==> src/design/spq_pkg.sv <==
// shared types and constants of the stable priority queue
package spq_pkg;

   localparam int QUEUE_DEPTH = 16;
   localparam int ID_BITS = 16;
   localparam int KEY_BITS = 8;
   localparam int CNT_BITS = $clog2(QUEUE_DEPTH + 1);
   localparam int OCC_BITS = 5;
   localparam int STATUS_BITS = 2;

   localparam logic REQ_INSERT = 1'b0;
   localparam logic REQ_POP = 1'b1;

   localparam logic [STATUS_BITS-1:0] ST_OK = 2'd0;
   localparam logic [STATUS_BITS-1:0] ST_EMPTY = 2'd1;
   localparam logic [STATUS_BITS-1:0] ST_FULL = 2'd2;

   typedef struct packed {
      logic [ID_BITS-1:0]  id;
      logic [KEY_BITS-1:0] key;
   } entry_type;

   typedef struct packed {
      logic      ins;
      logic      pop;
      entry_type fresh;
   } cell_ctl_type;

   typedef struct packed {
      logic                req_type;
      logic [ID_BITS-1:0]  entry_id;
      logic [KEY_BITS-1:0] entry_key;
   } req_word_type;

   typedef struct packed {
      logic                   popped_valid;
      logic [ID_BITS-1:0]     popped_id;
      logic [KEY_BITS-1:0]    popped_key;
      logic [OCC_BITS-1:0]    occupancy;
      logic [STATUS_BITS-1:0] status;
   } rsp_word_type;

endpackage

==> src/design/spq_if.sv <==
// request and response channel interfaces
interface spq_req_if;
   logic                  valid;
   logic                  ready;
   spq_pkg::req_word_type word;
   modport source (output valid, output word, input ready);
   modport sink (input valid, input word, output ready);
endinterface

interface spq_rsp_if;
   logic                  valid;
   logic                  ready;
   spq_pkg::rsp_word_type word;
   modport source (output valid, output word, input ready);
   modport sink (input valid, input word, output ready);
endinterface

==> src/design/spq_cell.sv <==
// one slot of the sorted chain: holds an entry and shifts with its neighbors
module spq_cell (
   input  logic                  clock,
   input  spq_pkg::cell_ctl_type ctl,
   input  logic                  occ,
   input  logic                  left_stay,
   input  spq_pkg::entry_type    left_entry,
   input  spq_pkg::entry_type    right_entry,
   output spq_pkg::entry_type    entry,
   output logic                  stay
);

   spq_pkg::entry_type entry_ff;
   spq_pkg::entry_type entry_in;

   assign entry = entry_ff;
   assign stay  = occ && (entry_ff.key <= ctl.fresh.key);

   always_comb begin
      entry_in = entry_ff;
      if (ctl.ins) begin
         if (stay) begin
            entry_in = entry_ff;
         end else if (left_stay) begin
            entry_in = ctl.fresh;
         end else begin
            entry_in = left_entry;
         end
      end else if (ctl.pop) begin
         entry_in = right_entry;
      end
   end

   always_ff @(posedge clock) begin
      entry_ff <= entry_in;
   end

endmodule

==> src/design/stable_priority_queue.sv <==
// stable priority queue: sorted chain of slots, lowest key leaves first
//
// usage:
// - req_if carries one word per request: req_type selects insert or pop,
//   entry_id and entry_key give the entry to insert (ignored on pop)
// - rsp_if returns exactly one word per request: the popped entry on a
//   successful pop, the occupancy after the request and a status code
// - equal keys leave in arrival order
// - an insert into a full queue is dropped with status full, a pop on an
//   empty queue returns status empty and leaves the queue as it was
// - the response word appears in the cycle after the request is taken
// - throughput is one request per cycle while the receiver keeps up: every
//   slot compares its key with the new key and shifts one place in the same cycle
// - the response sits in an output register; while the receiver stalls,
//   req_if.ready is low and the queue holds, and the next request is taken
//   in the same cycle the waiting word is taken
// - reset empties the queue and drops any waiting response word
module stable_priority_queue (
   input logic      clock,
   input logic      reset,
   spq_req_if.sink  req_if,
   spq_rsp_if.source rsp_if
);

   logic [spq_pkg::CNT_BITS-1:0] count_ff;
   logic [spq_pkg::CNT_BITS-1:0] count_in;
   logic                         rsp_valid_ff;
   logic                         rsp_valid_in;
   spq_pkg::rsp_word_type        rsp_word_ff;
   spq_pkg::rsp_word_type        rsp_word_in;

   spq_pkg::cell_ctl_type        ctl;
   spq_pkg::entry_type           cell_entry [spq_pkg::QUEUE_DEPTH];
   logic [spq_pkg::QUEUE_DEPTH-1:0] cell_stay;
   logic [spq_pkg::QUEUE_DEPTH-1:0] cell_occ;

   logic accept;
   logic is_full;
   logic is_empty;

   assign req_if.ready = !rsp_valid_ff || rsp_if.ready;
   assign accept       = req_if.valid && req_if.ready;
   assign is_full      = (count_ff == spq_pkg::CNT_BITS'(spq_pkg::QUEUE_DEPTH));
   assign is_empty     = (count_ff == '0);

   always_comb begin
      ctl.ins       = accept && (req_if.word.req_type == spq_pkg::REQ_INSERT) && !is_full;
      ctl.pop       = accept && (req_if.word.req_type == spq_pkg::REQ_POP) && !is_empty;
      ctl.fresh.id  = req_if.word.entry_id;
      ctl.fresh.key = req_if.word.entry_key;
   end

   for (genvar i = 0; i < spq_pkg::QUEUE_DEPTH; i++) begin : g_cell
      assign cell_occ[i] = (spq_pkg::CNT_BITS'(i) < count_ff);
      if (i == 0) begin : g_head
         spq_cell u_cell (
            .clock       (clock),
            .ctl         (ctl),
            .occ         (cell_occ[i]),
            .left_stay   (1'b1),
            .left_entry  (ctl.fresh),
            .right_entry (cell_entry[(i + 1) % spq_pkg::QUEUE_DEPTH]),
            .entry       (cell_entry[i]),
            .stay        (cell_stay[i])
         );
      end else if (i == spq_pkg::QUEUE_DEPTH - 1) begin : g_tail
         spq_cell u_cell (
            .clock       (clock),
            .ctl         (ctl),
            .occ         (cell_occ[i]),
            .left_stay   (cell_stay[i-1]),
            .left_entry  (cell_entry[i-1]),
            .right_entry (cell_entry[i]),
            .entry       (cell_entry[i]),
            .stay        (cell_stay[i])
         );
      end else begin : g_mid
         spq_cell u_cell (
            .clock       (clock),
            .ctl         (ctl),
            .occ         (cell_occ[i]),
            .left_stay   (cell_stay[i-1]),
            .left_entry  (cell_entry[i-1]),
            .right_entry (cell_entry[i+1]),
            .entry       (cell_entry[i]),
            .stay        (cell_stay[i])
         );
      end
   end

   always_comb begin
      count_in = count_ff;
      if (ctl.ins) begin
         count_in = count_ff + 1'b1;
      end else if (ctl.pop) begin
         count_in = count_ff - 1'b1;
      end

      rsp_word_in              = '0;
      rsp_word_in.occupancy    = spq_pkg::OCC_BITS'(count_in);
      rsp_word_in.popped_valid = ctl.pop;
      if (ctl.pop) begin
         rsp_word_in.popped_id  = cell_entry[0].id;
         rsp_word_in.popped_key = cell_entry[0].key;
      end
      if (req_if.word.req_type == spq_pkg::REQ_POP) begin
         rsp_word_in.status = is_empty ? spq_pkg::ST_EMPTY : spq_pkg::ST_OK;
      end else begin
         rsp_word_in.status = is_full ? spq_pkg::ST_FULL : spq_pkg::ST_OK;
      end

      rsp_valid_in = rsp_valid_ff && !rsp_if.ready;
      if (accept) begin
         rsp_valid_in = 1'b1;
      end
   end

   always_ff @(posedge clock) begin
      if (reset) begin
         count_ff     <= '0;
         rsp_valid_ff <= 1'b0;
      end else begin
         count_ff     <= count_in;
         rsp_valid_ff <= rsp_valid_in;
      end
   end

   always_ff @(posedge clock) begin
      if (accept) begin
         rsp_word_ff <= rsp_word_in;
      end
   end

   assign rsp_if.valid = rsp_valid_ff;
   assign rsp_if.word  = rsp_word_ff;

   a_count_bound: assert property (@(posedge clock) disable iff (reset)
      count_ff <= spq_pkg::CNT_BITS'(spq_pkg::QUEUE_DEPTH))
      else $error("occupancy above queue depth");

   a_insert_grows: assert property (@(posedge clock) disable iff (reset)
      ctl.ins |=> count_ff == $past(count_ff) + 1'b1)
      else $error("insert did not grow the queue");

   a_empty_stays: assert property (@(posedge clock) disable iff (reset)
      accept && is_empty && req_if.word.req_type == spq_pkg::REQ_POP |=> count_ff == '0)
      else $error("pop on empty queue changed occupancy");

   a_pop_ok: assert property (@(posedge clock) disable iff (reset)
      rsp_valid_ff && rsp_word_ff.popped_valid |-> rsp_word_ff.status == spq_pkg::ST_OK)
      else $error("popped word with error status");

endmodule
==> src/flat_wrapper.sv <==
// flat-port wrapper written by rule: the top's interface ports become plain ports
module stable_priority_queue_flat 
  (clock, reset, req_if_valid, req_if_word, req_if_ready, rsp_if_valid, rsp_if_word, rsp_if_ready);
  spq_req_if req_if_i ();
  spq_rsp_if rsp_if_i ();
  input logic clock;
  input logic reset;
  input wire logic [$bits(req_if_i.valid)-1:0] req_if_valid;
  input wire logic [$bits(req_if_i.word)-1:0] req_if_word;
  output wire logic [$bits(req_if_i.ready)-1:0] req_if_ready;
  output wire logic [$bits(rsp_if_i.valid)-1:0] rsp_if_valid;
  output wire logic [$bits(rsp_if_i.word)-1:0] rsp_if_word;
  input wire logic [$bits(rsp_if_i.ready)-1:0] rsp_if_ready;
  assign req_if_i.valid = req_if_valid;
  assign req_if_i.word = req_if_word;
  assign req_if_ready = req_if_i.ready;
  assign rsp_if_valid = rsp_if_i.valid;
  assign rsp_if_word = rsp_if_i.word;
  assign rsp_if_i.ready = rsp_if_ready;
  stable_priority_queue u_core (.clock(clock), .reset(reset), .req_if(req_if_i), .rsp_if(rsp_if_i));
endmodule
==> config.mk <==
export PLATFORM = sky130hd
export DESIGN_NAME = stable_priority_queue_flat
export DESIGN_NICKNAME = d
export VERILOG_FILES = /design/src/design/spq_pkg.sv /design/src/design/spq_if.sv /design/src/design/spq_cell.sv /design/src/design/stable_priority_queue.sv /design/src/flat_wrapper.sv
export SDC_FILE = /design/constraint.sdc
export NUM_CORES = 1
export LEC_CHECK = 0
export ABC_AREA = 0
export BUFFER_PORTS_ARGS = -buffer_cell sky130_fd_sc_hd__buf_2
export CORE_MARGIN = 2
export CORE_UTILIZATION = 35
export DETAILED_ROUTE_END_ITERATION = 8
export PLACE_DENSITY_LB_ADDON = 0.08
export SYNTH_ARGS = -nofsm -noshare
export SYNTH_HDL_FRONTEND = slang
export SYNTH_SLANG_ARGS = --single-unit
==> constraint.sdc <==
create_clock -name clock -period 6.8 [get_ports clock]
set_input_delay 1.7 -clock clock [delete_from_list [all_inputs] [get_ports clock]]
set_output_delay 1.7 -clock clock [all_outputs]
set_load 0.01 [all_outputs]
# Word level (Yosys, flattened, before mapping)
# Index checks and enable logic that the tools add are counted.
[classes]
addsub = 2
order_cmp = 32
n_eq_ne = 16
muxes = 66
bitwise = 2
reduce_logical = 45
[ops]
columns = ["op", "count"]
rows = [
  ["24-bit 2-to-1 mux", 60],
  ["8-bit <= comparator", 16],
  ["4-bit by 5-bit < comparator with 1-bit output (first input constant)", 8],
  ["2-bit AND reduction", 16],
  ["2-bit inequality test (second input constant)", 15],
  ["1-bit logical AND", 22],
  ["3-bit by 5-bit < comparator with 1-bit output (first input constant)", 4],
  ["1-bit by 5-bit < comparator with 1-bit output (first input constant)", 2],
  ["2-bit by 5-bit < comparator with 1-bit output (first input constant)", 2],
  ["5-bit 2-to-1 mux", 2],
  ["5-bit by 1-bit adder with 5-bit output (second input constant)", 1],
  ["5-bit equality test (second input constant)", 1],
  ["5-bit logical NOT", 1],
  ["5-bit by 1-bit subtractor with 5-bit output (second input constant)", 1],
  ["1-bit logical NOT", 4],
  ["2-bit 2-to-1 mux", 2],
  ["1-bit 2-to-1 mux", 2],
  ["1-bit inverter", 2],
  ["2-bit nonzero test", 1],
  ["1-bit logical OR", 1],
]
[word_totals]
ff_bits = 422
in_bits = 29
out_inout_bits = 34
wordCells = 202

# Depth between registers and ports, before layout
# Gate-level depths: netlist (run 1).
[logic_depth]
ltp_word = 7
mapped_depth = 10
depth_no_buf = 8

# Hierarchy
# Synthesis (run 1) repeated with hierarchy kept, for this count alone.
[unflattened]
cells_unflattened = 2353
hier_area_um2 = 25429.4
[modules_own_cells]
columns = ["mod", "instances", "cells_per_inst", "area_each_um2", "seq_area_each_um2"]
rows = [
  ["spq_cell", 16, 138, 1478.9, 720.7],
  ["stable_priority_queue", 1, 145, 1766.7, 1081.0],
]

# Worst setup path after synthesis (run 1)
# No wires, ideal clock.
[synth_path]
path_type = "input port to flip-flop"
start = "input port req_if_word[5]"
end = "register u_core.g_cell[6].g_mid.u_cell.entry_ff (netlist bit u_core.g_cell[6].g_mid.u_cell.entry[0]), enable pin"
t_arrival_ps = 5410
required_time_ps = 6362
setup_slack_ps = 951
stages = 10
path_cell_list = "clkbuf_1 inv_1 ha_1 nand4_1 nor2_1 a21oi_1 clkbuf_1 clkbuf_1 nor3_1 o21ai_0"
[synth_via]
elab_chain_len = 4
[synth_lines]
columns = ["element", "line_no", "source"]
rows = [
  ["start: declaration", "flat_wrapper.sv:9", "input wire logic [$bits(req_if_i.word)-1:0] req_if_word;"],
  ["8-bit <= comparator", "spq_cell.sv:17", "assign stay = occ && (entry_ff.key <= ctl.fresh.key);"],
  ["1-bit logical AND", "spq_cell.sv:17", ""],
  ["2-bit inequality test (no line)", "n/a", ""],
  ["2-bit AND reduction (no line)", "n/a", ""],
  ["end signal: assignment", "spq_cell.sv:35", "entry_ff <= entry_in;"],
  ["end: declaration", "spq_cell.sv:13", "spq_pkg::entry_type entry_ff;"],
]
# Every way passes these cells.
# A chain may end at the register's enable or synchronous reset.

# Final worst setup path (run 1)
[layout_path]
start = "input port req_if_word[1]"
end = "register u_core.g_cell[9].g_mid.u_cell.entry_ff (netlist bit u_core.g_cell[9].g_mid.u_cell.entry[12]), enable pin"
[layout_via]
elab_chain_len = 4
[layout_lines]
columns = ["element", "line_no"]
rows = [
  ["8-bit <= comparator", "spq_cell.sv:17"],
  ["1-bit logical AND", "spq_cell.sv:17"],
  ["2-bit inequality test (no line)", "n/a"],
  ["2-bit AND reduction (no line)", "n/a"],
  ["end signal: assignment", "spq_cell.sv:35"],
  ["end: declaration", "spq_cell.sv:13"],
]
# Every way passes these cells.

==> results_dict.tcl, run 1 <==
set metrics [dict create \
    synth_xor_xnor_area_share_pct 0.0985 \
    timing.critical_path.slowest_stage_cell "sky130_fd_sc_hd__a211oi_4" \
    design.core.area_sq_um 75700 \
    cts_tree "built" \
    vdd.ir_drop.worst_mv 0.207 \
    grt_pass1_vias 22675 \
    drt_first_pass_iters 6 \
    fin_tns_setup_ns 0 \
    synth_top_family_by_area "compound AO/OA/AOI/OAI gates" \
    largest_net_degree_at_the_start_of_global_routing 148 \
    synth_edf_count 416 \
    r2r_slack_ns 2.99 \
    num_cts_buffers 52 \
    post_synth.cell_area_avg_sq_um 10.1 \
    layoutNonFillerInstCount 3562 \
    clockRootBuffer "sky130_fd_sc_hd__clkbuf_16" \
    grt_overflow_total 0 \
    synth-adder-area-share_pct 6.19 \
    rr_startpoint "u_core.count_ff[3]" \
    critical_path_peak_fanout 30 \
    worst_setup_hold_path_clk_slew_ns 0.06 \
    ys_top_cells_by_area "sky130_fd_sc_hd__edfxtp_1 47%, sky130_fd_sc_hd__o31ai_1 9.5%, sky130_fd_sc_hd__a31oi_1 7.9%" \
    synthSimpleGateAreaFrac_pct 18.7 \
    p_leak_nw 9.44 \
    hold-path-endpoint "u_core.g_cell[0].g_head.u_cell.entry[10]" \
    ctsLongestPathBuffers 3 \
    drv_cap 0 \
    synth.most_common_cell "sky130_fd_sc_hd__edfxtp_1" \
    antenna_cells 0 \
    htree_num_levels 2 \
    antenna_violations_before_repair 6 \
    yosysWarningCount 0 \
    achievable-frequency_ghz 0.208 \
    initial_core_util_pct 35.2 \
    rows 101 \
    drc_errors 0 \
    run_status "completed" \
    avgViaCountPerCell 6.58 \
    synth_top_area_share_pct 46.8 \
    setup_viol_count_final 0 \
    grt_usage_pct 26.1 \
    most_used_flip_flop_cell_after_synthesis "sky130_fd_sc_hd__edfxtp_1" \
    multi_input_area_sq_um 12800 \
    placed_cells_incl_taps 3464 \
    wl_um 106000 \
    routed_wire_length_per_instance_um 29.8 \
    r2r_cells 6 \
    routabilityCongestion 0.861 \
    design.portCount 63 \
    hp-class "flop to flop" \
    final-seq-area_sq_um 12600 \
    timing.critical_path.from_type "primary input" \
    grt_first_pass_wirelength_um 153000 \
    final-hold-violation-count 0 \
    synth_async_sr_flop_share_pct 0 \
    dieHeight_um 280 \
    place_worst_setup_slack_ns 1.39 \
    area_delta_synth_final_pct 10.3 \
    pwr_density_cell_nw_per_um2 326 \
    critPathRequiredTime_ns 7.08 \
    clock_latency_on_the_worst_skew_pair_ns 0.62 \
    full_die_area_sq_um 78400 \
    worstHoldStart "u_core.g_cell[1].g_mid.u_cell.entry[10]" \
    critPathArrivalTime_ns 5.09 \
    clock_sink_count 422 \
    hold-worst-slack_ns 0.558 \
    netlist_top_cells_count "416 x sky130_fd_sc_hd__edfxtp_1, 364 x sky130_fd_sc_hd__nor2_1, 336 x sky130_fd_sc_hd__a31oi_1, 336 x sky130_fd_sc_hd__o31ai_1, 226 x sky130_fd_sc_hd__nand4_1" \
    post_cts_setup_buffer_count 0 \
    worst_r2r_endpoint "u_core.g_cell[1].g_mid.u_cell.entry[1]" \
    nets 2701 \
    timing.critical_path.cells "buf_2, inv_1, ha_1, nor2b_1, o211ai_1, a211oi_4, nor3_1, o21ai_2, buf_4" \
    postLayoutSetupSlackWorst_ns 1.99 \
    post_synth_instance_area_sq_um 26700 \
    ant_nets 0 \
    rsz0062_at_grt "no" \
    yosys-mux-area-fraction_pct 1.01 \
    n_fill_cell 7414 \
    syn_nets 2815 \
    layout_worst_path_cycle_share_pct 70.7 \
    cts-hold-fix-buffers 0 \
    place.port_buffers 62 \
    vias 23427 \
    endpoint_kind "flop" \
    final.setup_skew_ns 0.0225 \
    crit_start "req_if_word[1]" \
    layout-drive-gt1-share_pct 12.0 \
    holdPathStages 2 \
    synth.lib_cells_used.distinct 53 \
    worstSetupPathType "primary input to flop" \
    place_hpwl_um 70200 \
    slew_headroom_pct 11.4 \
    synth_sequential_area_ratio_pct 47.3 \
    drt_first_iter_violations 2788 \
    cts_resized 0 \
    worst_path_largest_cell_delay_ns 1.01 \
    report.final.slew_viol_count 0 \
    max_slew.worst_pin.slew_ns 1.33 \
    die_width_um 280 \
    synth_largest_area_cell "sky130_fd_sc_hd__edfxtp_1" \
    ys_seq_elements 422 \
    period_needed_ns 4.81 \
    share_of_the_synthesized_area_in_compound_gates_ao_oa_aoi_oai_pct 21.1 \
    netlist_instances 2654 \
]
==> worst max-delay path: cells and delay by family <==
family | cells | cell delay [ns]
AND/OR/NAND/NOR | 2 | 0.27
buffers and inverters | 3 | 1.23
adder cells (fa/ha/maj) | 1 | 0.53
AO/OA/AOI/OAI | 3 | 1.30
==> metal layers <==
layer,vias to the layer above,GRT usage (%),part of all wire (%)
met5,-,0,0
met4,0,9.38,3.9
met3,218,3.49,6.7
met2,1084,43.6,47
met1,11683,34.6,42
li1,10442,-,-
==> through the flow <==
stage / total power (W) / util (%) / area [sq um]
6_report: 0.00959 / 38.9 / 29400
5_1_grt: 0.00998 / 38.9 / 29400
4_1_cts: 0.00957 / 38.9 / 29400
3_5_place_dp: 0.00680 / 36.7 / 27800
3_3_place_gp: 0.00675 / 36.7 / 27800
2_1_floorplan: 0.00570 / - / 26700
==> cells by family (layout without fill, tap and decap cells) <==
logic type,Yosys count,count (layout)
AO/OA/AOI/OAI,828,828
buffers and inverters,347,277
XOR/XNOR,3,3
adder cells (fa/ha/maj),132,132
flip-flops,422,422
AND/OR/NAND/NOR,898,898
multiplexers,24,24
==> worst max-delay path by stage <==
stage,to,slack (ns),cells after the start
detailed placement,u_core.g_cell[2].g_mid.u_cell.entry[2],1.39,9
CTS,u_core.g_cell[9].g_mid.u_cell.entry[9],2.03,9
global placement,u_core.g_cell[2].g_mid.u_cell.entry[11],1.44,9
global route,u_core.g_cell[2].g_mid.u_cell.entry[11],1.73,9
floorplan,u_core.g_cell[6].g_mid.u_cell.entry[0],0.95,10
finish,u_core.g_cell[9].g_mid.u_cell.entry[12],1.99,9
==> cells in the final DEF, fill, tap and decap left out, types with 4 or more instances in the layout <==
cell and n:
sky130_fd_sc_hd__inv_1 28, sky130_fd_sc_hd__and2_1 24, sky130_fd_sc_hd__nor3_1 17, sky130_fd_sc_hd__clkbuf_16 52, sky130_fd_sc_hd__ha_1 132, sky130_fd_sc_hd__or4b_2 5
sky130_fd_sc_hd__dfxtp_1 6, sky130_fd_sc_hd__or4b_1 98, sky130_fd_sc_hd__o21ai_0 20, sky130_fd_sc_hd__o21ai_1 9, sky130_fd_sc_hd__buf_12 6, sky130_fd_sc_hd__clkbuf_1 10
sky130_fd_sc_hd__nand3_1 7, sky130_fd_sc_hd__a21o_1 8, sky130_fd_sc_hd__nor2_1 362, sky130_fd_sc_hd__edfxtp_1 416, sky130_fd_sc_hd__o21ai_2 16, sky130_fd_sc_hd__nand4_1 226
sky130_fd_sc_hd__buf_2 62, sky130_fd_sc_hd__a211o_1 9, sky130_fd_sc_hd__o31ai_1 336, sky130_fd_sc_hd__o21a_1 5, sky130_fd_sc_hd__nand2_1 68, sky130_fd_sc_hd__a21oi_1 44
sky130_fd_sc_hd__a21oi_4 9, sky130_fd_sc_hd__o211ai_1 17, sky130_fd_sc_hd__mux2_2 24, sky130_fd_sc_hd__clkinv_2 15, sky130_fd_sc_hd__bufinv_16 4, sky130_fd_sc_hd__a211oi_4 6
sky130_fd_sc_hd__clkinv_1 11, sky130_fd_sc_hd__a31oi_1 336, sky130_fd_sc_hd__buf_4 82, sky130_fd_sc_hd__or4_1 42, sky130_fd_sc_hd__nor2b_1 28, sky130_fd_sc_hd__a211oi_2 8
==> power breakdown <==
| part | switching (W) | internal (W) |
|---|---|---|
| Sequential | 0.000458 | 0.00351 |
| Combinational | 0.00199 | 0.000859 |
| Clock | 0.00121 | 0.00156 |
| Total | 0.00366 | 0.00593 |
==> state kept, by name, indices dropped and copies added (netlist names) <==
signal                             cells
u_core.rsp_if.word                    32
u_core.g_cell.g_mid.u_cell.entry     336
u_core.g_cell.g_head.u_cell.entry     24
u_core.rsp_if.valid                    1
u_core.count_ff                        5
u_core.g_cell.g_tail.u_cell.entry     24
==> final cells by class <==
class                   count  share of cell area (%)
well taps                 978                    4.16
clock inverters            36                    1.05
flip-flops and latches    422                    42.8
inverters                  29                   0.370
repair buffers            150                    3.55
clock buffers              62                    4.55
multi-input cells        1885                    43.5
Power figures use the tool's default switching activity.
==> run 2, diff against run 1 <==
- clock period: 6.8 -> 4.8 ns (I/O delays scaled with it)
==> results_dict.tcl, run 2 (synthesis gave the netlist of run 1 again) <==
set metrics [dict create \
    run_status "completed" \
    endpoint_kind "flop" \
    p_leak_nw 9.66 \
    clock_latency_on_the_worst_skew_pair_ns 0.62 \
    grt_first_pass_wirelength_um 155000 \
    ctsLongestPathBuffers 3 \
    vias 23673 \
    hp-class "flop to flop" \
    largest_net_degree_at_the_start_of_global_routing 163 \
    critical_path_peak_fanout 27 \
    clockRootBuffer "sky130_fd_sc_hd__clkbuf_16" \
    routabilityCongestion 0.868 \
    r2r_slack_ns 1.86 \
    cts_resized 0 \
    worstSetupPathType "primary input to flop" \
    fin_tns_setup_ns 0 \
    die_width_um 280 \
    ant_nets 0 \
    worst_setup_hold_path_clk_slew_ns 0.06 \
    htree_num_levels 2 \
    grt_overflow_total 0 \
    postLayoutSetupSlackWorst_ns 1.04 \
    layout_worst_path_cycle_share_pct 78.3 \
    worst_r2r_endpoint "u_core.g_cell[13].g_mid.u_cell.entry[9]" \
    pwr_density_cell_nw_per_um2 462 \
    design.portCount 63 \
    grt_pass1_vias 22908 \
    achievable-frequency_ghz 0.266 \
    largest_register_ffs 336 \
    layout.cells.most_common_list "416 x sky130_fd_sc_hd__edfxtp_1, 362 x sky130_fd_sc_hd__nor2_1, 336 x sky130_fd_sc_hd__o31ai_1, 336 x sky130_fd_sc_hd__a31oi_1, 226 x sky130_fd_sc_hd__nand4_1" \
    place.port_buffers 62 \
    placement.cell_area_sq_um 28100 \
    cts_tree "built" \
    max_slew.worst_pin.slew_ns 1.14 \
    final-hold-violation-count 0 \
    drv_cap 0 \
    dieHeight_um 280 \
    place_worst_setup_slack_ns 0.551 \
    wl_met3_um 7680 \
    final.setup_skew_ns 0.0234 \
    rr_startpoint "u_core.count_ff[3]" \
    drt_first_iter_violations 2331 \
    grt_usage_pct 26.5 \
    wl_um 107000 \
    rows 101 \
    critPathRequiredTime_ns 5.26 \
    routed.top_layer "met4" \
    critPathArrivalTime_ns 4.21 \
    r2r_cells 7 \
    nets 2739 \
    routedLengthMet1_um 44300 \
    post_cts_setup_buffer_count 0 \
    worstHoldStart "u_core.g_cell[1].g_mid.u_cell.entry[23]" \
    drc_errors 0 \
    crit_start "req_if_word[7]" \
    rsz0062_at_grt "no" \
    design.core.area_sq_um 75700 \
    place_hpwl_um 71300 \
    num_cts_buffers 53 \
    timing.critical_path.from_type "primary input" \
    endpoint_of_the_most_critical_setup_path "u_core.g_cell[11].g_mid.u_cell.entry[15]" \
    initial_core_util_pct 35.2 \
    period_needed_ns 3.76 \
    area_delta_synth_final_pct 11.8 \
    met2_wirelength_um 50400 \
    design_area_sq_um 29800 \
    post-route-util_pct 39.4 \
    report.final.slew_viol_count 0 \
    layout-drive-gt1-share_pct 13.1 \
    cts-hold-fix-buffers 0 \
    full_die_area_sq_um 78400 \
    antenna_violations_before_repair 3 \
    vdd.ir_drop.worst_mv 0.297 \
    slew_headroom_pct 24.0 \
    routed_wire_length_per_instance_um 29.9 \
    drt_first_pass_iters 7 \
    most_common_cell_after_layout_fill_and_taps_aside "sky130_fd_sc_hd__edfxtp_1" \
    clock_sink_count 422 \
    setup_viol_count_final 0 \
    avgViaCountPerCell 6.58 \
]
-- run 2: cell type report --
cell class	instances	area [sq um]
diodes	2	5.00
repair buffers	187	1400
well taps	978	1220
inverters	29	109
flip-flops and latches	422	12600
multi-input cells	1885	12800
clock buffers	66	1400
clock inverters	28	292
fillers	7413	45900
-- run 2: per-layer routing --
metal / GRT usage, % / vias up
met2: 42.8 / 1144
met3: 4.28 / 248
met5: 0.313 / -
met1: 34.5 / 11767
met4: 12.8 / 0
li1: - / 10514
-- run 2: how the worst min path moves through the flow --
stage               cells after the start                                       end  slack, ns
floorplan                               2  u_core.g_cell[0].g_head.u_cell.entry[10]       0.52
global placement                        2  u_core.g_cell[0].g_head.u_cell.entry[22]       0.56
detailed placement                      2  u_core.g_cell[0].g_head.u_cell.entry[22]       0.55
CTS                                     2  u_core.g_cell[0].g_head.u_cell.entry[22]       0.57
global route                            2  u_core.g_cell[0].g_head.u_cell.entry[17]       0.60
finish                                  2  u_core.g_cell[0].g_head.u_cell.entry[23]       0.57
-- run 2: worst max-delay path: stages --
cell and delay [ns]:
sky130_fd_sc_hd__buf_2 0.13, sky130_fd_sc_hd__inv_1 0.65, sky130_fd_sc_hd__ha_1 0.39, sky130_fd_sc_hd__nand4_1 0.16, sky130_fd_sc_hd__nor2_1 0.14, sky130_fd_sc_hd__a211oi_4 0.69
sky130_fd_sc_hd__buf_4 0.40, sky130_fd_sc_hd__buf_4 0.17, sky130_fd_sc_hd__o31ai_1 0.07, sky130_fd_sc_hd__a31oi_1 0.18
-- run 2: per-stage QoR --
step	hold WS (ns)	instances	power, W
6_report	0.568	3597	0.0138
5_1_grt	0.604	3595	0.0144
4_1_cts	0.570	3595	0.0138
3_5_place_dp	0.552	3501	0.00971
3_3_place_gp	0.558	3501	0.00964
2_1_floorplan	0.517	2654	0.00807
-- run 2: where the power goes --
part / internal, W / total, W / switching [W]
logic: 0.00128 / 0.00412 / 0.00284
registers: 0.00497 / 0.00560 / 0.000631
clock network: 0.00237 / 0.00405 / 0.00169
total: 0.00862 / 0.0138 / 0.00516
==> run 3, diff against run 2 <==
- clock period: 4.8 -> 3.45 ns (I/O delays scaled with it)
==> results_dict.tcl, run 3 (synthesis gave the netlist of run 1 again) <==
set metrics [dict create \
    vias 23641 \
    critPathRequiredTime_ns 3.69 \
    place.port_buffers 62 \
    area_delta_synth_final_pct 15.8 \
    place_hpwl_um 72500 \
    final.setup_skew_ns 0.0264 \
    fin_tns_setup_ns 0 \
    rows 101 \
    hp-class "primary input to flop" \
    run_status "completed" \
    critical_path_peak_fanout 24 \
    full_die_area_sq_um 78400 \
    share_comb_of_total_power_pct 30.9 \
    power_w 0.0196 \
    num_cts_buffers 53 \
    grt.met3_usage_pct 3.85 \
    max_slew.worst_pin.slew_ns 1.17 \
    cts_resized 0 \
    vdd.ir_drop.worst_mv 0.346 \
    drt_first_iter_violations 2372 \
    final-seq-area_sq_um 12600 \
    pwr_density_cell_nw_per_um2 633 \
    grt_first_pass_wirelength_um 155000 \
    largest_register_ffs 336 \
    slew_headroom_pct 21.9 \
    avgViaCountPerCell 6.45 \
    initial_core_util_pct 35.2 \
    largest_net_degree_at_the_start_of_global_routing 89 \
    internal_power_w 0.0123 \
    clock_latency_on_the_worst_skew_pair_ns 0.63 \
    multi_input_area_sq_um 12900 \
    grt_pass1_vias 23343 \
    holdPathStages 2 \
    layout_worst_path_cycle_share_pct 87.1 \
    routabilityCongestion 0.876 \
    layout.cells.most_common_list "416 x sky130_fd_sc_hd__edfxtp_1, 362 x sky130_fd_sc_hd__nor2_1, 336 x sky130_fd_sc_hd__o31ai_1, 336 x sky130_fd_sc_hd__a31oi_1, 226 x sky130_fd_sc_hd__nand4_1" \
    worst_setup_hold_path_clk_slew_ns 0.06 \
    achievable-frequency_ghz 0.333 \
    layer_with_the_highest_usage_after_global_routing "met2" \
    htree_num_levels 2 \
    timing.critical_path.slowest_stage_cell "sky130_fd_sc_hd__dfxtp_1" \
    p_leak_nw 10.1 \
    routed_wire_length_per_instance_um 29.2 \
    clockRootBuffer "sky130_fd_sc_hd__clkbuf_16" \
    dieHeight_um 280 \
    met1_usage_pct 34.5 \
    cts-hold-fix-buffers 0 \
    ant_nets 0 \
    n_fill_cell 7320 \
    timing.critical_path.from_type "flop" \
    grt.met2_usage_pct 44.2 \
    grt_overflow_total 0 \
    period_needed_ns 3.01 \
    endpoint_kind "flop" \
    drt_first_pass_iters 6 \
    place_worst_setup_slack_ns -0.0524 \
    design.portCount 63 \
    r2r_cells 4 \
    ctsLongestPathBuffers 3 \
    post_cts_setup_buffer_count 0 \
    cts_tree "built" \
    worstSetupPathType "flop to flop" \
    design.core.area_sq_um 75700 \
    setup_viol_count_final 0 \
    antenna_violations_before_repair 4 \
    postLayoutSetupSlackWorst_ns 0.444 \
    rsz0062_at_grt "no" \
    die_width_um 280 \
    timing.critical_path.cells "nand4bb_1, nand4_1, buf_4, o21ai_4" \
    clock_power_share_pct 29.3 \
    power.sequential.fraction_pct 39.8 \
    worst_path_largest_cell_delay_ns 0.98 \
    critPathArrivalTime_ns 3.24 \
    nets 2801 \
    net-switching-power_w 0.00729 \
    drc_errors 0 \
    final-hold-violation-count 0 \
    clock_sink_count 422 \
    report.final.slew_viol_count 0 \
    grt_usage_pct 26.6 \
    drv_cap 0 \
    net_sw_share_pct 37.3 \
    wl_um 107000 \
    layout-drive-gt1-share_pct 15.5 \
    most_common_cell_after_layout_fill_and_taps_aside "sky130_fd_sc_hd__edfxtp_1" \
]
-- run 3: per-stage QoR --
| step | std cells | utilization, % | instance area (sq um) | hold WS (ns) |
|---|---|---|---|---|
| after global placement | 3563 | 38.5 | 29100 | 0.538 |
| after CTS | 3661 | 40.8 | 30900 | 0.476 |
| after global routing | 3661 | 40.8 | 30900 | 0.499 |
| after floorplan | 2654 | - | 27000 | 0.517 |
| final | 3663 | 40.8 | 30900 | 0.508 |
| after detailed placement | 3563 | 38.5 | 29100 | 0.538 |
-- run 3: critical path: cells and delay by family (launching register included) --
| kind | cells | cell delay (ns) |
|---|---|---|
| flops | 1 | 0.98 |
| compound gates | 1 | 0.74 |
| buf+inv | 1 | 0.32 |
| simple gates | 2 | 0.55 |
-- run 3: worst paths after layout --
kind	from	endpoint	slack [ns]
max reg2reg	u_core.count_ff[2]	u_core.g_cell[11].g_mid.u_cell.entry[20]	0.44
min reg2reg	u_core.g_cell[1].g_mid.u_cell.entry[9]	u_core.g_cell[0].g_head.u_cell.entry[9]	0.55
max	u_core.count_ff[2]	u_core.g_cell[11].g_mid.u_cell.entry[20]	0.44
min	reset	u_core.rsp_if.valid	0.51
-- run 3: power groups by stage --
| stage | combinational, W | clock [W] | sequential (W) |
|---|---|---|---|
| after floorplan | 0.00397 | 0 | 0.00733 |
| after global placement | 0.00582 | 0 | 0.00788 |
| after detailed placement | 0.00595 | 0 | 0.00787 |
| after CTS | 0.00596 | 0.00583 | 0.00777 |
| after global routing | 0.00657 | 0.00599 | 0.00782 |
| final | 0.00604 | 0.00573 | 0.00779 |
-- run 3: cell type report --
cell class / count / area share [%]
Tap cell: 978 / 3.96
Multi-Input combinational cell: 1885 / 41.8
Antenna cell: 2 / 0.0162
Inverter: 29 / 0.425
Timing Repair Buffer: 249 / 7.33
Clock buffer: 70 / 4.74
Sequential cell: 422 / 40.8
Clock inverter: 28 / 0.895
-- run 3: layer usage --
layer  vias to the layer above  part of all wire [%]
met2                       963                    48
met4                         0                   4.6
met5                         -                     0
met1                     11766                    42
met3                       256                   6.1
li1                      10656                     -
